`src/rtl/core/cmfr_pkg.sv`:
```
// ----------------------------------------------------------------------------
// cmfr_pkg
// shared constants for the can multi-frame reassembler: buffer size default,
// header and tail marker bytes, status codes
// ----------------------------------------------------------------------------
package cmfr_pkg;

    // default buffer size in bytes
    localparam int BUF_BYTES_DEF = 256;

    // byte lanes of one can frame
    localparam int LANES = 8;

    // header marker, bytes 0..3 of a header frame
    localparam logic [7:0] HDR_B0 = 8'h55;
    localparam logic [7:0] HDR_B1 = 8'haa;
    localparam logic [7:0] HDR_B2 = 8'h55;
    localparam logic [7:0] HDR_B3 = 8'haa;

    // tail marker, the four bytes after the payload
    localparam logic [7:0] TAIL_B0 = 8'h66;
    localparam logic [7:0] TAIL_B1 = 8'hcc;
    localparam logic [7:0] TAIL_B2 = 8'h66;
    localparam logic [7:0] TAIL_B3 = 8'hcc;

    // number of tail bytes
    localparam int TAIL_LEN = 4;

    // result status codes
    localparam logic [2:0] ST_IDLE     = 3'd0;
    localparam logic [2:0] ST_HDR_OK   = 3'd1;
    localparam logic [2:0] ST_HDR_BIG  = 3'd2;
    localparam logic [2:0] ST_MSG_OK   = 3'd3;
    localparam logic [2:0] ST_TAIL_BAD = 3'd4;
    localparam logic [2:0] ST_READ     = 3'd5;

endpackage

```
`src/rtl/core/cmfr_ram.sv`:
```
// ----------------------------------------------------------------------------
// cmfr_ram
// generic single write port, single read port ram with registered read data
// ----------------------------------------------------------------------------
module cmfr_ram #(
    parameter int WIDTH = 8,
    parameter int DEPTH = 32,
    localparam int AW = (DEPTH > 1) ? $clog2(DEPTH) : 1
) (
    input  logic             clk,
    input  logic             we,
    input  logic [AW-1:0]    waddr,
    input  logic [WIDTH-1:0] wdata,
    input  logic             re,
    input  logic [AW-1:0]    raddr,
    output logic [WIDTH-1:0] rdata
);

    logic [WIDTH-1:0] mem_reg [DEPTH];
    logic [WIDTH-1:0] rdata_reg;

    always_ff @(posedge clk)
    begin
        if (we)
        begin
            mem_reg[waddr] <= wdata;
        end
        if (re)
        begin
            rdata_reg <= mem_reg[raddr];
        end
    end

    assign rdata = rdata_reg;

endmodule

```
`src/rtl/core/can_multi_frame_reassembler_top.sv`:
```
// ----------------------------------------------------------------------------
// can_multi_frame_reassembler_top
// reassembles a multi-frame message out of can frames: a header frame
// (55 aa 55 aa, length in bytes 6..7) opens a message, data frames fill the
// byte buffer until payload plus tail have arrived, the tail is checked
// against 66 cc 66 cc; read items return eight buffered bytes
// ----------------------------------------------------------------------------
//
//  channel | handshake            | payload
//  --------+----------------------+----------------------------------------
//  input   | in_valid / in_ready  | func, frame_len, frame_bytes, read_word
//  output  | out_valid / out_ready| status, message_length, read_bytes
//
//  - one item per cycle sustained while out_ready stays high; out_valid rises
//    after the input accept, once the item has passed the input register,
//    then the result register plus registered ram read
//  - the buffer is eight byte-lane rams, one byte of each lane per frame,
//    so a frame of up to eight bytes lands in a single write at any alignment
//  - reset clears the control state only; the buffer needs no clearing pass
//  - with out_ready low the result holds and one more item waits in the
//    input register, after which in_ready drops
// ----------------------------------------------------------------------------
module can_multi_frame_reassembler_top #(
    parameter int BUF_BYTES = cmfr_pkg::BUF_BYTES_DEF
) (
    input  logic        clk,
    input  logic        rst_n,

    input  logic        in_valid,
    output logic        in_ready,
    input  logic        func,
    input  logic [3:0]  frame_len,
    input  logic [63:0] frame_bytes,
    input  logic [4:0]  read_word,

    output logic        out_valid,
    input  logic        out_ready,
    output logic [2:0]  status,
    output logic [7:0]  message_length,
    output logic [63:0] read_bytes
);

    localparam int LANES = cmfr_pkg::LANES;
    // payload length never exceeds BUF_BYTES - 4
    localparam int PL_W  = $clog2(BUF_BYTES);
    // write position runs up to BUF_BYTES inclusive
    localparam int WP_W  = $clog2(BUF_BYTES + 1);
    // rows of each byte-lane ram
    localparam int ROWS  = (BUF_BYTES + LANES - 1) / LANES;
    localparam int ROW_W = (ROWS > 1) ? $clog2(ROWS) : 1;
    localparam logic [16:0] BUF_LIM = 17'(BUF_BYTES);

    // ------------------------------------------------------------------
    // pipeline control
    // ------------------------------------------------------------------
    logic s1_valid_reg;
    logic s2_valid_reg;
    logic in_accept;
    logic s1_adv;

    assign s1_adv    = s1_valid_reg && (!s2_valid_reg || out_ready);
    assign in_ready  = !s1_valid_reg || s1_adv;
    assign in_accept = in_valid && in_ready;
    assign out_valid = s2_valid_reg;

    always_ff @(posedge clk or negedge rst_n)
    begin
        if (!rst_n)
        begin
            s1_valid_reg <= 1'b0;
            s2_valid_reg <= 1'b0;
        end
        else
        begin
            if (in_accept)
            begin
                s1_valid_reg <= 1'b1;
            end
            else if (s1_adv)
            begin
                s1_valid_reg <= 1'b0;
            end

            if (s1_adv)
            begin
                s2_valid_reg <= 1'b1;
            end
            else if (out_ready)
            begin
                s2_valid_reg <= 1'b0;
            end
        end
    end

    // ------------------------------------------------------------------
    // input register
    // ------------------------------------------------------------------
    logic        s1_func_reg;
    logic [3:0]  s1_flen_reg;
    logic [63:0] s1_bytes_reg;
    logic [4:0]  s1_word_reg;

    always_ff @(posedge clk)
    begin
        if (in_accept)
        begin
            s1_func_reg  <= func;
            s1_flen_reg  <= frame_len;
            s1_bytes_reg <= frame_bytes;
            s1_word_reg  <= read_word;
        end
    end

    // ------------------------------------------------------------------
    // assembly state
    // ------------------------------------------------------------------
    logic            assembling_reg;
    logic            assembling_next;
    logic [PL_W-1:0] pl_reg;
    logic [PL_W-1:0] pl_next;
    logic [WP_W-1:0] wp_reg;
    logic [WP_W-1:0] wp_next;
    // last four bytes written, oldest in the low byte
    logic [31:0]     tail_reg;

    logic            is_read;
    logic            is_hdr;
    logic [15:0]     hdr_len;
    logic            hdr_big;
    logic [3:0]      flen8;
    logic [WP_W-1:0] end_pos;
    logic [WP_W-1:0] remaining;
    logic            wr_active;
    logic [3:0]      take;
    logic [WP_W-1:0] wp_sum;
    logic            done;
    logic [95:0]     tail_seq;
    logic [31:0]     tail_new;
    logic            tail_good;
    logic [2:0]      status_next;
    logic [31:0]     pl_next_ext;

    assign is_read = s1_func_reg;
    // header detection ignores frame_len
    assign is_hdr  = (s1_bytes_reg[7:0]   == cmfr_pkg::HDR_B0)
                  && (s1_bytes_reg[15:8]  == cmfr_pkg::HDR_B1)
                  && (s1_bytes_reg[23:16] == cmfr_pkg::HDR_B2)
                  && (s1_bytes_reg[31:24] == cmfr_pkg::HDR_B3);
    assign hdr_len = s1_bytes_reg[63:48];
    assign hdr_big = ({1'b0, hdr_len} + 17'(cmfr_pkg::TAIL_LEN)) > BUF_LIM;

    // lengths above eight count as eight
    assign flen8     = (s1_flen_reg > 4'(LANES)) ? 4'(LANES) : s1_flen_reg;
    assign end_pos   = WP_W'(pl_reg) + WP_W'(cmfr_pkg::TAIL_LEN);
    assign remaining = end_pos - wp_reg;
    assign wr_active = !is_read && !is_hdr && assembling_reg;

    // surplus bytes past the tail are dropped
    always_comb
    begin
        if (!wr_active)
        begin
            take = 4'd0;
        end
        else if (remaining < WP_W'(flen8))
        begin
            take = 4'(remaining);
        end
        else
        begin
            take = flen8;
        end
    end

    assign wp_sum = wp_reg + WP_W'(take);
    assign done   = wr_active && (wp_sum == end_pos);

    // the tail is always the last four bytes written before the end
    assign tail_seq  = {s1_bytes_reg, tail_reg};
    assign tail_new  = tail_seq[{take, 3'b000} +: 32];
    assign tail_good = (tail_new == {cmfr_pkg::TAIL_B3, cmfr_pkg::TAIL_B2,
                                     cmfr_pkg::TAIL_B1, cmfr_pkg::TAIL_B0});

    always_comb
    begin
        assembling_next = assembling_reg;
        pl_next         = pl_reg;
        wp_next         = wp_reg;
        status_next     = cmfr_pkg::ST_IDLE;
        priority if (is_read)
        begin
            status_next = cmfr_pkg::ST_READ;
        end
        else if (is_hdr)
        begin
            // an oversized header leaves any assembly untouched
            if (hdr_big)
            begin
                status_next = cmfr_pkg::ST_HDR_BIG;
            end
            else
            begin
                pl_next         = PL_W'(hdr_len);
                wp_next         = '0;
                assembling_next = 1'b1;
                status_next     = cmfr_pkg::ST_HDR_OK;
            end
        end
        else if (assembling_reg)
        begin
            wp_next = wp_sum;
            if (done)
            begin
                assembling_next = 1'b0;
                status_next     = tail_good ? cmfr_pkg::ST_MSG_OK
                                            : cmfr_pkg::ST_TAIL_BAD;
            end
        end
    end

    assign pl_next_ext = 32'(pl_next);

    always_ff @(posedge clk or negedge rst_n)
    begin
        if (!rst_n)
        begin
            assembling_reg <= 1'b0;
            pl_reg         <= '0;
            wp_reg         <= '0;
        end
        else if (s1_adv)
        begin
            assembling_reg <= assembling_next;
            pl_reg         <= pl_next;
            wp_reg         <= wp_next;
        end
    end

    always_ff @(posedge clk)
    begin
        if (s1_adv && wr_active)
        begin
            tail_reg <= tail_new;
        end
    end

    // ------------------------------------------------------------------
    // byte-lane buffer: byte address a lives in lane a%8, row a/8
    // ------------------------------------------------------------------
    logic             lane_we   [LANES];
    logic [ROW_W-1:0] lane_wrow [LANES];
    logic [7:0]       lane_wdat [LANES];
    logic [7:0]       lane_rdat [LANES];
    logic [ROW_W-1:0] rd_row;
    logic             rd_en;
    logic [LANES-1:0] rd_mask;

    always_comb
    begin
        logic [2:0]      off;
        logic [WP_W-1:0] addr;
        for (int l = 0; l < LANES; l++)
        begin
            // frame byte index that lands in this lane
            off          = 3'(l) - wp_reg[2:0];
            addr         = wp_reg + WP_W'(off);
            lane_we[l]   = s1_adv && ({1'b0, off} < take);
            lane_wrow[l] = ROW_W'(addr >> 3);
            lane_wdat[l] = s1_bytes_reg[{off, 3'b000} +: 8];
        end
    end

    assign rd_row = ROW_W'(32'(s1_word_reg));
    assign rd_en  = s1_adv && is_read;

    // byte positions at or above the buffer size read as zero
    always_comb
    begin
        for (int l = 0; l < LANES; l++)
        begin
            rd_mask[l] = is_read
                      && ({24'd0, s1_word_reg, 3'(l)} < 32'(BUF_BYTES));
        end
    end

    for (genvar g = 0; g < LANES; g++)
    begin : g_lane
        cmfr_ram #(
            .WIDTH (8),
            .DEPTH (ROWS)
        ) u_lane_ram (
            .clk   (clk),
            .we    (lane_we[g]),
            .waddr (lane_wrow[g]),
            .wdata (lane_wdat[g]),
            .re    (rd_en),
            .raddr (rd_row),
            .rdata (lane_rdat[g])
        );
    end

    // ------------------------------------------------------------------
    // result register
    // ------------------------------------------------------------------
    logic [2:0]       s2_status_reg;
    logic [7:0]       s2_len_reg;
    logic [LANES-1:0] s2_mask_reg;

    always_ff @(posedge clk)
    begin
        if (s1_adv)
        begin
            s2_status_reg <= status_next;
            s2_len_reg    <= pl_next_ext[7:0];
            s2_mask_reg   <= rd_mask;
        end
    end

    assign status         = s2_status_reg;
    assign message_length = s2_len_reg;

    // ram read data holds while the result waits, frame items mask it off
    always_comb
    begin
        for (int l = 0; l < LANES; l++)
        begin
            read_bytes[8*l +: 8] = s2_mask_reg[l] ? lane_rdat[l] : 8'd0;
        end
    end

`ifndef SYNTHESIS
    // write position never passes the end of the message being assembled
    a_wp_in_range: assert property (@(posedge clk) disable iff (!rst_n)
        assembling_reg |-> (wp_reg < end_pos))
        else $error("write position past end of message");

    // an accepted header always leaves room for payload and tail
    a_len_fits: assert property (@(posedge clk) disable iff (!rst_n)
        (32'(pl_reg) + 32'(cmfr_pkg::TAIL_LEN)) <= 32'(BUF_BYTES))
        else $error("payload length exceeds buffer");

    // an oversized header leaves the assembly state alone
    a_big_hdr_keeps: assert property (@(posedge clk) disable iff (!rst_n)
        (s1_adv && !is_read && is_hdr && hdr_big) |=>
            (assembling_reg == $past(assembling_reg))
            && (pl_reg == $past(pl_reg)) && (wp_reg == $past(wp_reg)))
        else $error("oversized header changed assembly state");

    // a completed message closes the assembly
    a_done_closes: assert property (@(posedge clk) disable iff (!rst_n)
        (out_valid && ((status == cmfr_pkg::ST_MSG_OK)
                    || (status == cmfr_pkg::ST_TAIL_BAD))) |-> !assembling_reg)
        else $error("assembly still open after completed message");
`endif

endmodule

```
`config.mk`:
```
export PLATFORM = sky130hd
export DESIGN_NAME = can_multi_frame_reassembler_top
export DESIGN_NICKNAME = d
export VERILOG_FILES = /design/src/rtl/core/cmfr_pkg.sv /design/src/rtl/core/cmfr_ram.sv /design/src/rtl/core/can_multi_frame_reassembler_top.sv
export SDC_FILE = /design/constraint.sdc
export NUM_CORES = 2
export LEC_CHECK = 0
export BUFFER_PORTS_ARGS = -buffer_cell sky130_fd_sc_hd__buf_2
export CAP_MARGIN = 20
export CORE_MARGIN = 10
export CORE_UTILIZATION = 60
export CTS_BUF_LIST = sky130_fd_sc_hd__clkbuf_8
export CTS_CLUSTER_SIZE = 30
export DETAILED_ROUTE_END_ITERATION = 7
export PLACE_DENSITY = 0.74
export SKIP_CTS_REPAIR_TIMING = 1
export SYNTH_ARGS = -nofsm -noshare
export SYNTH_HDL_FRONTEND = slang
export SYNTH_HIERARCHICAL = 1
export SYNTH_SLANG_ARGS = --single-unit
```
`constraint.sdc`:
```
create_clock -name clk -period 18.5 [get_ports clk]
set_input_delay 0.925 -clock clk [delete_from_list [all_inputs] [get_ports clk]]
set_output_delay 0.925 -clock clk [all_outputs]
set_load 0.02 [all_outputs]
```
-- Word-level counts from Yosys, hierarchy flattened
Memory sizes are Yosys's and may differ from the RTL's. A register that Yosys moved wholly into a read port is not among the register bits.
Index checks and enable logic that the tools add are counted.
- output and inout port bits: 77
- RAM bits: 2048
- word-level logic and storage cells: 144
- register bits: 138
- memories: 8
- shift-type cells: 9
- add/sub/neg operators: 20
- reduce and logical (&&, ||, !) cells: 29
- multiplexer cells: 46
- order comparisons: 11
- equality and inequality tests: 7
- bitwise logic cells: 1
- memories (memory ; words ; width ; rd ports ; clocked after memory_dff ; write ports ; line ; source):
    g_lane[0].u_lane_ram.mem_reg ; 32 ; 8 ; 1 ; 1 ; 1 ; cmfr_ram.sv:19 ; logic [WIDTH-1:0] mem_reg [DEPTH];
    g_lane[1].u_lane_ram.mem_reg ; 32 ; 8 ; 1 ; 1 ; 1 ; cmfr_ram.sv:19 ;
    g_lane[2].u_lane_ram.mem_reg ; 32 ; 8 ; 1 ; 1 ; 1 ; cmfr_ram.sv:19 ;
    g_lane[3].u_lane_ram.mem_reg ; 32 ; 8 ; 1 ; 1 ; 1 ; cmfr_ram.sv:19 ;
    g_lane[4].u_lane_ram.mem_reg ; 32 ; 8 ; 1 ; 1 ; 1 ; cmfr_ram.sv:19 ;
    g_lane[5].u_lane_ram.mem_reg ; 32 ; 8 ; 1 ; 1 ; 1 ; cmfr_ram.sv:19 ;
    +2 memories ; - ; - ; - ; - ; - ; - ;
- operators with widths (kind ; count):
    $shiftx A64 B7 Y8 ; 8
    $shiftx A96 B8 Y32 ; 1
    $mux W8 ; 11
    $add A8 B3 Y8 ; 8
    $eq A32 B32 Y1 const B ; 1
    $lt A3 B4 Y1 ; 8
    $mux W9 ; 3
    $mux W1 ; 24
    $logic_and A1 B1 Y1 ; 18
    $add A16 B3 Y17 const B ; 1
    $gt A17 B9 Y1 const B ; 1
    $eq A8 B7 Y1 const B ; 2
    $eq A8 B8 Y1 const B ; 2
    $mux W3 ; 4
    $mux W4 ; 3
    $sub A3 B3 Y3 const A ; 4
    $add A8 B3 Y9 const B ; 1
    $add A9 B4 Y9 ; 1
    $eq A9 B9 Y1 ; 1
    $lt A9 B4 Y1 ; 1
    $sub A9 B9 Y9 ; 1
    $reduce_bool A2 Y1 ; 3
    $sub A1 B3 Y3 const A ; 2
    $sub A2 B3 Y3 const A ; 2
    8 further kinds ; 12

-- Logic depth before layout (Yosys ltp)
- depth after elaboration: 14
- depth in mapped cells: 33

-- By module
Netlist, hierarchy kept.
- modules (own cells, without submodules) (module ; area each (sq um) ; cells each ; times used):
    cmfr_ram ; 10133.5 ; 417 ; 8
    can_multi_frame_reassembler_top ; 13421.6 ; 1504 ; 1

-- Worst setup path before layout
No wires, ideal clock.
- kind: reg2reg
- start point: register wp_reg[1]
- end point: memory g_lane[3].u_lane_ram.mem_reg[28][0] (enable)
- path buffers: 5
- path slack: 11.333 ns
- clock period less this slack: 7.167 ns
- data required time: 18.130 ns
- stages on the path, launching flop included: 27
- library setup time: 0.370 ns
- arrival time: 6.796 ns
- cell sequence: dfrtp_1 clkbuf_1 clkbuf_1 inv_1 ha_1 nor2b_1 o21a_1 nor3_1 or2_2 inv_1 ha_1 a222oi_1 nand4_2 nor4_4 nor2_4 inv_4 buf_6 buf_2 ha_1 inv_1 fa_1 a21oi_1 nor2_1 nor2_1 or3b_2 clkbuf_1 nor2_1
- RTL lines (element ; line ; source):
    start, declared ; can_multi_frame_reassembler_top.sv:121 ; logic [WP_W-1:0] wp_reg;
    start signal, assigned ; can_multi_frame_reassembler_top.sv:235 ; wp_reg <= wp_next;
    end, declared ; cmfr_ram.sv:19 ;

==> results.cfg <==
[grt]
grt_pass1_vias = 50560
grt_max_degree = 156
track_usage = 0.2727
antenna_found_initial = 13
grt_pass1_wl_mm = 349.7
grt_overflow = 0

[timing]
hold_ws_ns = 0.07038
maxSlewHeadroom = 0.2023
max_slew.worst_pin.slew_ns = 1.188
fmax_mhz = 119.8
clock_skew_ns = 0.09008
tns_ns = 0
report.final.slew_viol_count = 0
hold_viol_final = 0
period_share = 0.4511
setup_viol_count_final = 0
final.setup.worst_slack_ns = 10.15
rsz0062_at_grt = no
min_period_ns = 8.346

[clock_tree]
root_buffer = clkbuf_8
cts_tree = built
worstSkewPairLatency_ns = 1.06
cts.path.max_buffers = 4
cts_buffers = 358
cts_sinks = 2250
clk_pin_slew_ns = 0.06
htreeDepth = 5

[synth]
synth_compound_area_frac = 0.02647
syn_area_um2 = 94490
synth-xor-area-share = 0.005840
synth_edf_count = 2230
synth_cells = 4840
synthFlopType = edfxtp_1
ys_ff_latch = 2250
syn_nets = 4965
synth_area_per_cell_um2 = 19.52
synth_cell_types = 94
yosysSeqAreaShare = 0.7140
synth-simple-area-share = 0.04987
synthAdderAreaFrac = 0.006462
synth_top_family_by_area = multiplexers
yosysWarnings = 6
synth-async-reset-ratio = 0.008889
synth.area.mux_share = 0.1810

[detailed_routing]
post-route-drc-count = 0
first_pass_iters = 6
vias = 50430
drt-initial-drc-count = 7200
wl_met3_mm = 23.81
drt.antenna.violating_nets = 0
wl_met2_mm = 112.9
finalWirelength_mm = 237.7
routed.top_layer = met5
via_per_inst = 6.705
wl_per_cell_um = 31.60
met1_length_mm = 92.04

[cells_and_area]
final_cells = 7521
final_nets = 5329
largest_reg_flops = 2048
fillers = 10080
drive_gt1_frac = 0.2888
layout_common_cells = 2230 x edfxtp_1, 704 x mux4_2, 375 x clkbuf_8
mostFrequentLayoutCell = edfxtp_1
synthToLayoutAreaGrowth_pct = 10.27

[worst_setup_path]
cp-start-kind = register
path_delay_family = simple AND/OR/NAND/NOR gates
crit_fanout = 45
path_buf_inv = 5
cp_slowest_cell = nor2_1
slowest_delay_ns = 0.83
path_class = register to register
required_ns = 19.13
path_depth = 22
reg2reg_depth = 22
end_kind = register
crit_chain = buf_4 -> clkinv_1 -> ha_1 -> o21a_1 -> nor3_1 -> or2_2 -> inv_1 -> ha_1 -> a2111oi_0 -> and3_1 -> and4_1 -> buf_4 -> a31oi_1 -> o21a_1 -> inv_1 -> ha_1 -> a21o_1 -> a21oi_1 -> nor2_1 -> nor2_1 -> nand3b_1 -> nor2_1
arrival_ns = 8.98

[die]
die_area_um2 = 173800
rows = 145
die-height_um = 416.8
dieWidth_um = 416.8
io_pins = 155
core_area_um2 = 156400
initial_utilization = 0.6042

[worst_hold_path]
hold_depth = 1
hold_class = primary input to register

[power_and_ir_drop]
p_per_area_nw_per_um2 = 97.02
finalPower_mw = 10.11
leakage_nw = 33.39
peakVddDrop_uv = 90.79

[place]
dp_cells = 6888
post-dp-hpwl_mm = 152.2
gp_congestion = 0.9840
io_buffers = 154
dp_worst_setup_slack_ns = 10.38

[flow_run]
maxCapViolCount = 0

[run_status]
status = finished clean
[report_power, final]
| part | total [mW] | internal (mW) | switching [mW] |
|---|---|---|---|
| clock network | 3.85 | 2.00 | 1.84 |
| logic | 0.576 | 0.236 | 0.340 |
| registers | 5.68 | 5.64 | 0.0414 |
[cells in the mapped netlist (all sizes together) (5+ instances only)]
cell	n	share of area
o21ai	83	0.0044
mux2i	26	0.0028
o221a	5	0.00060
ha	44	0.0058
buf	161	0.0098
nand4	13	0.00099
a21o	21	0.0017
xor2	6	0.00075
a21oi	60	0.0032
clkbuf	122	0.0048
nor4bb	7	0.00074
nor2b	5	0.00033
nand3b	42	0.0033
mux2	88	0.010
nor2	326	0.013
a22o	5	0.00046
mux4	704	0.17
nor4	52	0.0037
or3b	25	0.0023
a311oi	34	0.0032
a211oi	7	0.00066
or3	19	0.0013
and2	73	0.0048
xnor2	48	0.0048
a31oi	11	0.0010
dfrtp	20	0.0053
o2111ai	5	0.00046
a32oi	35	0.0032
o21a	7	0.00057
or4	6	0.00048
nand3	54	0.0029
o211ai	6	0.00053
inv	35	0.0014
nand2	335	0.013
edfxtp	2230	0.71
o22ai	27	0.0018
nor3	9	0.00048
clkinv	7	0.00028
or2	6	0.00040
[kinds of logic (layout without fill, tap and decap cells)]
family / after synthesis / after routing
buf+inv: 325 / 942
xor+xnor: 55 / 55
other cells: 0 / 6
simple gates: 991 / 991
fa+ha+maj: 47 / 47
compound gates: 354 / 354
flops: 2250 / 2250
mux: 818 / 818
[layer usage]
layer,GRT usage,vias to the layer above
met5,0,-
met4,0.09931,4
met3,0.05344,511
met2,0.4233,3188
met1,0.3901,25970
li1,-,20760
[cell type report]
class	instances	area (µm²)	area share
multi-input cells	2265	25520	0.2450
repair buffers	287	2042	0.01960
well taps	2058	2575	0.02471
clock buffers	375	5161	0.04954
diodes	6	15.01	0.0001441
clock inverters	238	1244	0.01194
inverters	42	160.2	0.001537
flip-flops and latches	2250	67470	0.6476
[worst reg2reg max path, delay by kind of cell, from the launching register on]
| family | cells | cell delay, ns |
|---|---|---|
| simple gates | 8 | 3.09 |
| buf+inv | 5 | 2.08 |
| compound gates | 6 | 1.34 |
| fa+ha+maj | 3 | 1.13 |
| flops | 1 | 0.33 |
[worst paths after layout]
path	slack (ns)	startpoint	endpoint
max	10.15	wp_reg[2]	g_lane[6].u_lane_ram/mem_reg[10][4]
min	0.07	frame_bytes[55]	s1_bytes_reg[55]
max reg2reg	10.15	wp_reg[2]	g_lane[6].u_lane_ram/mem_reg[10][4]
min reg2reg	0.49	s1_valid_reg	out_valid
max in group asynchronous	17.59	rst_n	wp_reg[0]
min in group asynchronous	0.42	rst_n	out_valid
[per-stage QoR]
step                      instance area, µm²  utilization
after global routing                  104200       0.6662
after global placement                 97400       0.6228
after detailed placement               97520       0.6236
after floorplan                        94490            -
after CTS                             103900       0.6646
final                                 104200       0.6662
No activity file was read; power rests on OpenSTA's default activity.
